--- src/design/b32e_pkg.sv ---
// Shared types, constants and the symbol-to-letter mapping for the base32 encoder.
package b32e_pkg;

  // Most characters one input byte can cause (final byte at the first or second position of a group).
  localparam int unsigned MAX_CHARS = 5;

  // Default depth of the job queue between front and back.
  localparam int unsigned QUEUE_DEPTH_DEF = 2;

  // ASCII code of the padding character.
  localparam logic [6:0] PAD_CHAR = 7'h2A;

  // One character slot: either a 5-bit symbol or a pad.
  typedef struct packed {
    logic       pad;
    logic [4:0] val;
  } sym_t;

  // Everything the back end needs to emit the characters of one byte.
  typedef struct packed {
    sym_t [MAX_CHARS-1:0] syms;
    logic [2:0]           last_idx;
  } job_t;

  localparam sym_t PAD_SYM = '{pad: 1'b1, val: 5'd0};

  // Map a 5-bit symbol onto the alphabet ABCDEFGHJKLMNPQRSTUVWXYZ23456789.
  function automatic logic [6:0] sym_to_ascii(input logic [4:0] v);
    logic [6:0] r;
    case (v) inside
      [5'd0:5'd7]:   r = 7'h41 + {2'b00, v};  // A..H
      [5'd8:5'd12]:  r = 7'h42 + {2'b00, v};  // J..N
      [5'd13:5'd23]: r = 7'h43 + {2'b00, v};  // P..Z
      default:       r = 7'h1A + {2'b00, v};  // 2..9
    endcase
    return r;
  endfunction

endpackage

--- src/design/b32e_front.sv ---
// Front end: accepts bytes, tracks group position and carry, builds character jobs.
module b32e_front (
  input  logic             clk,
  input  logic             rst_n,
  input  logic             in_valid,
  output logic             in_ready,
  input  logic [7:0]       in_data_byte,
  input  logic             in_final_byte,
  input  logic             q_full,
  output logic             push,
  output b32e_pkg::job_t   job
);

  typedef enum logic [2:0] {
    POS0 = 3'd0,
    POS1 = 3'd1,
    POS2 = 3'd2,
    POS3 = 3'd3,
    POS4 = 3'd4
  } pos_t;

  pos_t       pos_r, pos_nxt;
  logic [3:0] carry_r, carry_nxt;
  logic [7:0] b;
  logic       fin;

  assign b        = in_data_byte;
  assign fin      = in_final_byte;
  assign in_ready = !q_full;
  assign push     = in_valid && !q_full;

  // Split the byte into symbols for the current group position.
  always_comb begin
    job       = '0;
    pos_nxt   = pos_r;
    carry_nxt = carry_r;
    case (pos_r)
      POS1: begin
        job.syms[0]  = {1'b0, carry_r[2:0], b[7:6]};
        job.syms[1]  = {1'b0, b[5:1]};
        job.last_idx = 3'd1;
        carry_nxt    = {3'b000, b[0]};
        pos_nxt      = POS2;
        if (fin) begin
          job.syms[2]  = {1'b0, b[0], 4'b0000};
          job.syms[3]  = b32e_pkg::PAD_SYM;
          job.syms[4]  = b32e_pkg::PAD_SYM;
          job.last_idx = 3'd4;
        end
      end
      POS2: begin
        job.syms[0]  = {1'b0, carry_r[0], b[7:4]};
        job.last_idx = 3'd0;
        carry_nxt    = b[3:0];
        pos_nxt      = POS3;
        if (fin) begin
          job.syms[1]  = {1'b0, b[3:0], 1'b0};
          job.syms[2]  = {1'b0, 5'd0};
          job.syms[3]  = b32e_pkg::PAD_SYM;
          job.last_idx = 3'd3;
        end
      end
      POS3: begin
        job.syms[0]  = {1'b0, carry_r, b[7]};
        job.syms[1]  = {1'b0, b[6:2]};
        job.last_idx = 3'd1;
        carry_nxt    = {2'b00, b[1:0]};
        pos_nxt      = POS4;
        if (fin) begin
          job.syms[2]  = {1'b0, b[1:0], 3'b000};
          job.syms[3]  = {1'b0, 5'd0};
          job.last_idx = 3'd3;
        end
      end
      POS4: begin
        job.syms[0]  = {1'b0, carry_r[1:0], b[7:5]};
        job.syms[1]  = {1'b0, b[4:0]};
        job.last_idx = 3'd1;
        carry_nxt    = 4'd0;
        pos_nxt      = POS0;
      end
      default: begin
        // Start of a group (unused codes fall here too).
        job.syms[0]  = {1'b0, b[7:3]};
        job.last_idx = 3'd0;
        carry_nxt    = {1'b0, b[2:0]};
        pos_nxt      = POS1;
        if (fin) begin
          job.syms[1]  = {1'b0, b[2:0], 2'b00};
          job.syms[2]  = b32e_pkg::PAD_SYM;
          job.syms[3]  = b32e_pkg::PAD_SYM;
          job.syms[4]  = b32e_pkg::PAD_SYM;
          job.last_idx = 3'd4;
        end
      end
    endcase
    // Drop back to a fresh group after the end of a message.
    if (fin) begin
      pos_nxt   = POS0;
      carry_nxt = 4'd0;
    end
  end

  // Hold position and carry; advance on each accepted beat.
  always_ff @(posedge clk) begin
    if (!rst_n) begin
      pos_r   <= POS0;
      carry_r <= 4'd0;
    end else if (push) begin
      pos_r   <= pos_nxt;
      carry_r <= carry_nxt;
    end
  end

endmodule

--- src/design/b32e_queue.sv ---
// Small job queue that decouples the front end from the character serializer.
module b32e_queue #(
  parameter int unsigned DEPTH = b32e_pkg::QUEUE_DEPTH_DEF
) (
  input  logic           clk,
  input  logic           rst_n,
  input  logic           push,
  input  b32e_pkg::job_t push_job,
  output logic           full,
  input  logic           pop,
  output logic           head_valid,
  output b32e_pkg::job_t head_job
);

  localparam int unsigned PTR_W = (DEPTH > 1) ? $clog2(DEPTH) : 1;
  localparam int unsigned CNT_W = $clog2(DEPTH + 1);
  localparam logic [PTR_W-1:0] PTR_LAST = PTR_W'(DEPTH - 1);
  localparam logic [CNT_W-1:0] CNT_FULL = CNT_W'(DEPTH);

  b32e_pkg::job_t   mem [DEPTH];
  logic [PTR_W-1:0] wr_ptr_r, rd_ptr_r;
  logic [CNT_W-1:0] count_r;
  logic             do_push, do_pop;

  assign full       = (count_r == CNT_FULL);
  assign head_valid = (count_r != '0);
  assign head_job   = mem[rd_ptr_r];
  assign do_push    = push && !full;
  assign do_pop     = pop && head_valid;

  // Write the incoming job.
  always_ff @(posedge clk) begin
    if (do_push) begin
      mem[wr_ptr_r] <= push_job;
    end
  end

  // Advance pointers and occupancy.
  always_ff @(posedge clk) begin
    if (!rst_n) begin
      wr_ptr_r <= '0;
      rd_ptr_r <= '0;
      count_r  <= '0;
    end else begin
      if (do_push) begin
        wr_ptr_r <= (wr_ptr_r == PTR_LAST) ? '0 : wr_ptr_r + 1'b1;
      end
      if (do_pop) begin
        rd_ptr_r <= (rd_ptr_r == PTR_LAST) ? '0 : rd_ptr_r + 1'b1;
      end
      if (do_push && !do_pop) begin
        count_r <= count_r + 1'b1;
      end else if (do_pop && !do_push) begin
        count_r <= count_r - 1'b1;
      end
    end
  end

endmodule

--- src/design/b32e_back.sv ---
// Back end: walks a job into the output register, one character per cycle while out_ready allows.
module b32e_back (
  input  logic           clk,
  input  logic           rst_n,
  input  logic           head_valid,
  input  b32e_pkg::job_t head_job,
  output logic           pop,
  output logic           out_valid,
  input  logic           out_ready,
  output logic [6:0]     out_char,
  output logic           out_last
);

  logic [2:0]     idx_r, idx_nxt;
  logic           out_valid_r;
  logic [6:0]     out_char_r, out_char_nxt;
  logic           out_last_r, out_last_nxt;
  logic           advance, emit, is_last;
  b32e_pkg::sym_t cur;

  assign advance = !out_valid_r || out_ready;
  assign emit    = advance && head_valid;
  assign cur     = head_job.syms[idx_r];
  assign is_last = (idx_r == head_job.last_idx);
  assign pop     = emit && is_last;

  // Pick the character for the current slot.
  always_comb begin
    out_char_nxt = cur.pad ? b32e_pkg::PAD_CHAR : b32e_pkg::sym_to_ascii(cur.val);
    out_last_nxt = is_last;
    idx_nxt      = is_last ? 3'd0 : idx_r + 3'd1;
  end

  // Hold the output beat until taken; load the next one when free.
  always_ff @(posedge clk) begin
    if (!rst_n) begin
      out_valid_r <= 1'b0;
      idx_r       <= 3'd0;
    end else if (advance) begin
      out_valid_r <= head_valid;
      if (emit) begin
        idx_r <= idx_nxt;
      end
    end
  end

  always_ff @(posedge clk) begin
    if (emit) begin
      out_char_r <= out_char_nxt;
      out_last_r <= out_last_nxt;
    end
  end

  assign out_valid = out_valid_r;
  assign out_char  = out_char_r;
  assign out_last  = out_last_r;

endmodule

--- src/design/base32_byte_to_char_encoder.sv ---
// The first character of a byte passes through the job queue and then the output register.
// Throughput: one character per cycle while out_ready is high, set by the single
//   character output register; a byte gives 1 or 2 characters (up to 5 when it ends
//   a message), and new bytes are taken while earlier ones drain until the queue fills.
// Reset (rst_n, synchronous, active low) clears group position, carry, queue and
//   output valid.
module base32_byte_to_char_encoder #(
  parameter int unsigned QUEUE_DEPTH = b32e_pkg::QUEUE_DEPTH_DEF
) (
  input  logic       clk,
  input  logic       rst_n,
  input  logic       in_valid,
  output logic       in_ready,
  input  logic [7:0] in_data_byte,
  input  logic       in_final_byte,
  output logic       out_valid,
  input  logic       out_ready,
  output logic [6:0] out_char,
  output logic       out_last
);

  logic           q_full, q_push, q_pop, q_valid;
  b32e_pkg::job_t push_job, head_job;

  b32e_front u_front (
    .clk           (clk),
    .rst_n         (rst_n),
    .in_valid      (in_valid),
    .in_ready      (in_ready),
    .in_data_byte  (in_data_byte),
    .in_final_byte (in_final_byte),
    .q_full        (q_full),
    .push          (q_push),
    .job           (push_job)
  );

  b32e_queue #(
    .DEPTH (QUEUE_DEPTH)
  ) u_queue (
    .clk        (clk),
    .rst_n      (rst_n),
    .push       (q_push),
    .push_job   (push_job),
    .full       (q_full),
    .pop        (q_pop),
    .head_valid (q_valid),
    .head_job   (head_job)
  );

  b32e_back u_back (
    .clk        (clk),
    .rst_n      (rst_n),
    .head_valid (q_valid),
    .head_job   (head_job),
    .pop        (q_pop),
    .out_valid  (out_valid),
    .out_ready  (out_ready),
    .out_char   (out_char),
    .out_last   (out_last)
  );

`ifndef SYNTHESIS
  // A job is only retired when one is present.
  a_pop_has_job: assert property (@(posedge clk) disable iff (!rst_n)
    q_pop |-> q_valid)
    else $error("job popped from empty queue");

  // Queued jobs never point past the last character slot.
  a_last_idx_range: assert property (@(posedge clk) disable iff (!rst_n)
    q_valid |-> (head_job.last_idx <= 3'd4))
    else $error("job last index out of range");

  // Retiring a job puts its final character, flagged last, on the output.
  a_pop_emits_last: assert property (@(posedge clk) disable iff (!rst_n)
    q_pop |=> (out_valid && out_last))
    else $error("job retired without a last beat");
`endif

endmodule

--- config.mk ---
export PLATFORM = sky130hd
export DESIGN_NAME = base32_byte_to_char_encoder
export DESIGN_NICKNAME = d
export VERILOG_FILES = /design/src/design/b32e_pkg.sv /design/src/design/b32e_front.sv /design/src/design/b32e_queue.sv /design/src/design/b32e_back.sv /design/src/design/base32_byte_to_char_encoder.sv
export SDC_FILE = /design/constraint.sdc
export NUM_CORES = 1
export LEC_CHECK = 0
export ABC_CLOCK_PERIOD_IN_PS = 2900
export BUFFER_PORTS_ARGS = -buffer_cell sky130_fd_sc_hd__buf_2
export CORE_ASPECT_RATIO = 1.25
export CORE_MARGIN = 4
export CORE_UTILIZATION = 52
export DETAILED_ROUTE_END_ITERATION = 7
export MAX_ROUTING_LAYER = met4
export PLACE_DENSITY_LB_ADDON = 0.2
export REMOVE_ABC_BUFFERS = 1
export SLEW_MARGIN = 30
export SYNTH_ARGS = -nofsm -noshare
export SYNTH_HDL_FRONTEND = slang
export SYNTH_SLANG_ARGS = --single-unit
--- constraint.sdc ---
create_clock -name clk -period 2.9 [get_ports clk]
set_input_delay 0.29 -clock clk [delete_from_list [all_inputs] [get_ports clk]]
set_output_delay 0.29 -clock clk [all_outputs]
set_load 0.03 [all_outputs]
==> results.txt <==
----------------------------------------------------
[Status]
  Status ... finished clean

[Floorplanning]
  Area of the core ... 0.00613 mm^2
  Initial standard-cell utilization of the core ... 53.5%
  Ports placed on the boundary ... 23
  Die width ... 79.0 um
  Core Rows ... 32
  Die Y ... 96.7 um
  Die Footprint ... 0.00764 mm^2

[Drt]
  Number of nets with antenna violations after detailed routing ... 0
  Routed vias ... 2,470
  DRC violations left ... 0
  Vias per cell ... 5.91
  Routed wire length per instance ... 16.8 um
  Count of TritonRoute iterations in the first routing pass ... 4
  Total wirelength of the detailed-routed design ... 7030 um
  Number of DRC violations after detailed-routing iteration 0 ... 137

[Worst hold path]
  Number of cells on the worst hold path ... 2
  End point of the worst hold path ... u_queue.wr_ptr_r
  Hold WC Path Type ... primary input to flip-flop
  Hold wc startpoint ... rst_n

[STA]
  Max-slew violations ... 0
  Clock period minus final worst setup slack ... 2.80 ns
  Final count of negative-setup-slack endpoints ... 0
  Worst hold slack across all endpoints ... 0.312 ns
  Maximum clock frequency ... 357 MHz
  Clock Skews ... 0.0113 ns
  Final Cycle Share ... 96.6%
  Number of hold violations in the final report ... 0
  Setup TNS after final layout ... 0 ns
  Slew Limit Headroom ... 47.0%
  Transition time at the pin with the least slew margin ... 0.789 ns

[Finish]
  Post-route design area ... 0.00373 mm^2
  Net count, final ... 348
  Fillers ... 498
  Final Core Density ... 61.0%
  Fraction of layout cells with a size suffix above 1 ... 19.5%
  Antenna cells ... 0
  Area of combinational cells with multiple inputs ... 0.00153 mm^2
  Layout overhead on the synthesized area ... 14.1%
  Sequential Area ... 0.00164 mm^2

[Critical path]
  Launching element type of the critical path ... flip-flop
  Data arrival time of the worst path ... 2.86 ns
  Number of cell instances on the worst register-to-register path ... 8
  Endpoint required time on the critical path ... 2.96 ns
  Endpoint class of the critical path ... flip-flop
  Highest net fanout along the worst path ... 6
  Endpoint of the lowest-slack register-to-register path ... u_back.out_char[2]
  R2R setup slack ... 0.1 ns
  Start-to-end type of the worst setup path ... flip-flop to flip-flop

[CTS]
  Total clock buffers created by CTS ... 9
  Clock insertion delay at the later pin of the skew report ... 0.34 ns
  Num Clock Sinks ... 60
  Number of hold-repair buffers added at the cts stage ... 0
  Deepest level of the CTS H-tree ... 3
  CTS root buffer ... clkbuf_8
  Largest buffer count on any clock path ... 2
  Clk pin slew, worst setup/hold paths ... 0.07 ns
  Clock tree from TritonCTS ... done

[Run]
  Max-capacitance violation count ... 0

[Yosys]
  Proportion of register bits with asynchronous set or reset after synthesis ... 0%
  Area share of the largest cell type after synthesis ... 40.4%
  Leading area contributor after synthesis ... edfxtp_1
  Most common library cells after synthesis ... edfxtp_1 (44), nand2_1 (25), nor2_1 (25)
  Summed instance area of the synthesized netlist ... 0.00327 mm^2
  Number of storage elements in the synthesis netlist ... 60
  Register area share after synthesis ... 50.1%
  Number of enable-type register cells in the synthesized netlist ... 44
  Most common cell in the netlist ... edfxtp_1
  Synth area leaders ... edfxtp_1 (40%), dfxtp_1 (9.8%), mux2i_1 (5.2%)
  Cell count after synthesis ... 300
  Avg Inst Size Synth ... 10.9 um^2
  Primary FF master, synth ... edfxtp_1
  Ys Warns ... 0
  Number of different library cells in the post-synthesis netlist ... 59

[Power]
  Worst vdd ir ... 0.555 mV
  Power density relative to cell area ... 1040 mW/mm^2
  Design Power ... 3.90 mW
  Static power due to leakage ... 1.38 nW

[GRT]
  GRT overflow ... 0
  Antenna violations before repair ... 0
  Global-route wire length before repair ... 11,300 um
  Vias in the first global route ... 2,370
  Largest net degree at the start of global routing ... 22
  GR Util All Layers ... 19.8%

[Placed design]
  Detailed placement HPWL ... 5150 um
  Final estimated routing congestion in global placement ... 0.960
  Port Buf Inserts ... 22
  Placed Area ... 0.00349 mm^2

----------------------------------------------------
-- metrics by stage --
stage	setup slack, ns	std cells
2_1_floorplan	-0.243	284
3_5_place_dp	0.0245	402
4_1_cts	0.0728	418
5_1_grt	-0.0000799	418
3_3_place_gp	0.171	402
6_report	0.0984	418
-- final cells by class --
class	instances	area share, %
sequential	60	44.0
inverter	12	1.21
tap	85	2.85
clock buffer	9	3.32
multi-input combinational	212	40.8
clock inverter	7	2.65
timing repair buffer	33	5.16
-- what timing repair did --
action                     4_1_cts  5_1_grt
setup buffers                    0        0
setup endpoints to repair        1        3
gates resized for setup          1        4
-- cell families (layout without fill, tap and decap cells) --
logic type / after synthesis / after routing / share of synthesized area [%]
muxes: 24 / 24 / 8.86
AOI/OAI and AO/OA: 74 / 74 / 17.0
and+or+nand+nor: 97 / 97 / 14.8
xor gates and xnor gates: 10 / 10 / 2.67
adders and majority gates: 7 / 7 / 2.67
DFF: 60 / 60 / 50.1
buffers and inverters: 28 / 61 / 3.78
-- registers in the layout (all words and copies together) (netlist names), named ones only --
signal and cells:
u_back.out_last 1, u_queue.count_r 2, u_back.out_valid 1, u_front.pos_r 3, u_queue.wr_ptr_r 1, u_back.out_char 7, u_queue.mem 36, u_queue.rd_ptr_r 1
u_back.idx_r 3, u_front.carry_r 4
-- per-layer routing --
metal / wire length [um] / vias to the layer above / share of wire, % / global-route usage [%]
li1: - / 1180 / - / -
met1: 2770 / 1184 / 39 / 22.1
met2: 3690 / 86 / 53 / 33.1
met3: 354 / 20 / 5.0 / 4.56
met4: 211 / 0 / 3.0 / 9.26
met5: 0 / - / 0 / -
-- critical path, cell delays in order (launching register included) --
cell,delay [ns]
dfxtp_2,0.37
mux4_1,0.67
and2_1,0.28
ha_1,0.27
o31ai_4,0.32
a21boi_4,0.11
and3_1,0.19
o211ai_1,0.17
o311ai_0,0.15
-- power by group --
part	internal [mW]	leakage (nW)	switching [mW]
combinational	0.697	0.722	1.04
sequential	1.22	0.550	0.0991
clock	0.488	0.110	0.353
-- how the worst max path moves through the flow --
stage               cells past startpoint                 end            start
finish                                  8  u_back.out_char[2]        flip-flop
global route                            8  u_back.out_char[2]        flip-flop
CTS                                     8  u_back.out_char[1]  u_back.idx_r[0]
detailed placement                      9  u_back.out_char[2]        flip-flop
global placement                        9  u_back.out_char[2]        flip-flop
floorplan                               9  u_back.out_char[2]        flip-flop
-- cells in the final DEF, fill, tap and decap left out, types with 6 or more instances in the layout --
master / instances
edfxtp_1: 44
nand2_1: 25
nor2_1: 25
buf_2: 22
mux2i_1: 17
o21ai_0: 16
dfxtp_1: 15
inv_1: 12
buf_4: 11
nor2b_1: 10
nor3_1: 10
clkbuf_8: 9
and2_1: 8
a21oi_1: 8
xnor2_1: 6
a211o_1: 6
ha_1: 6
No activity file was read; power rests on OpenSTA's default activity.
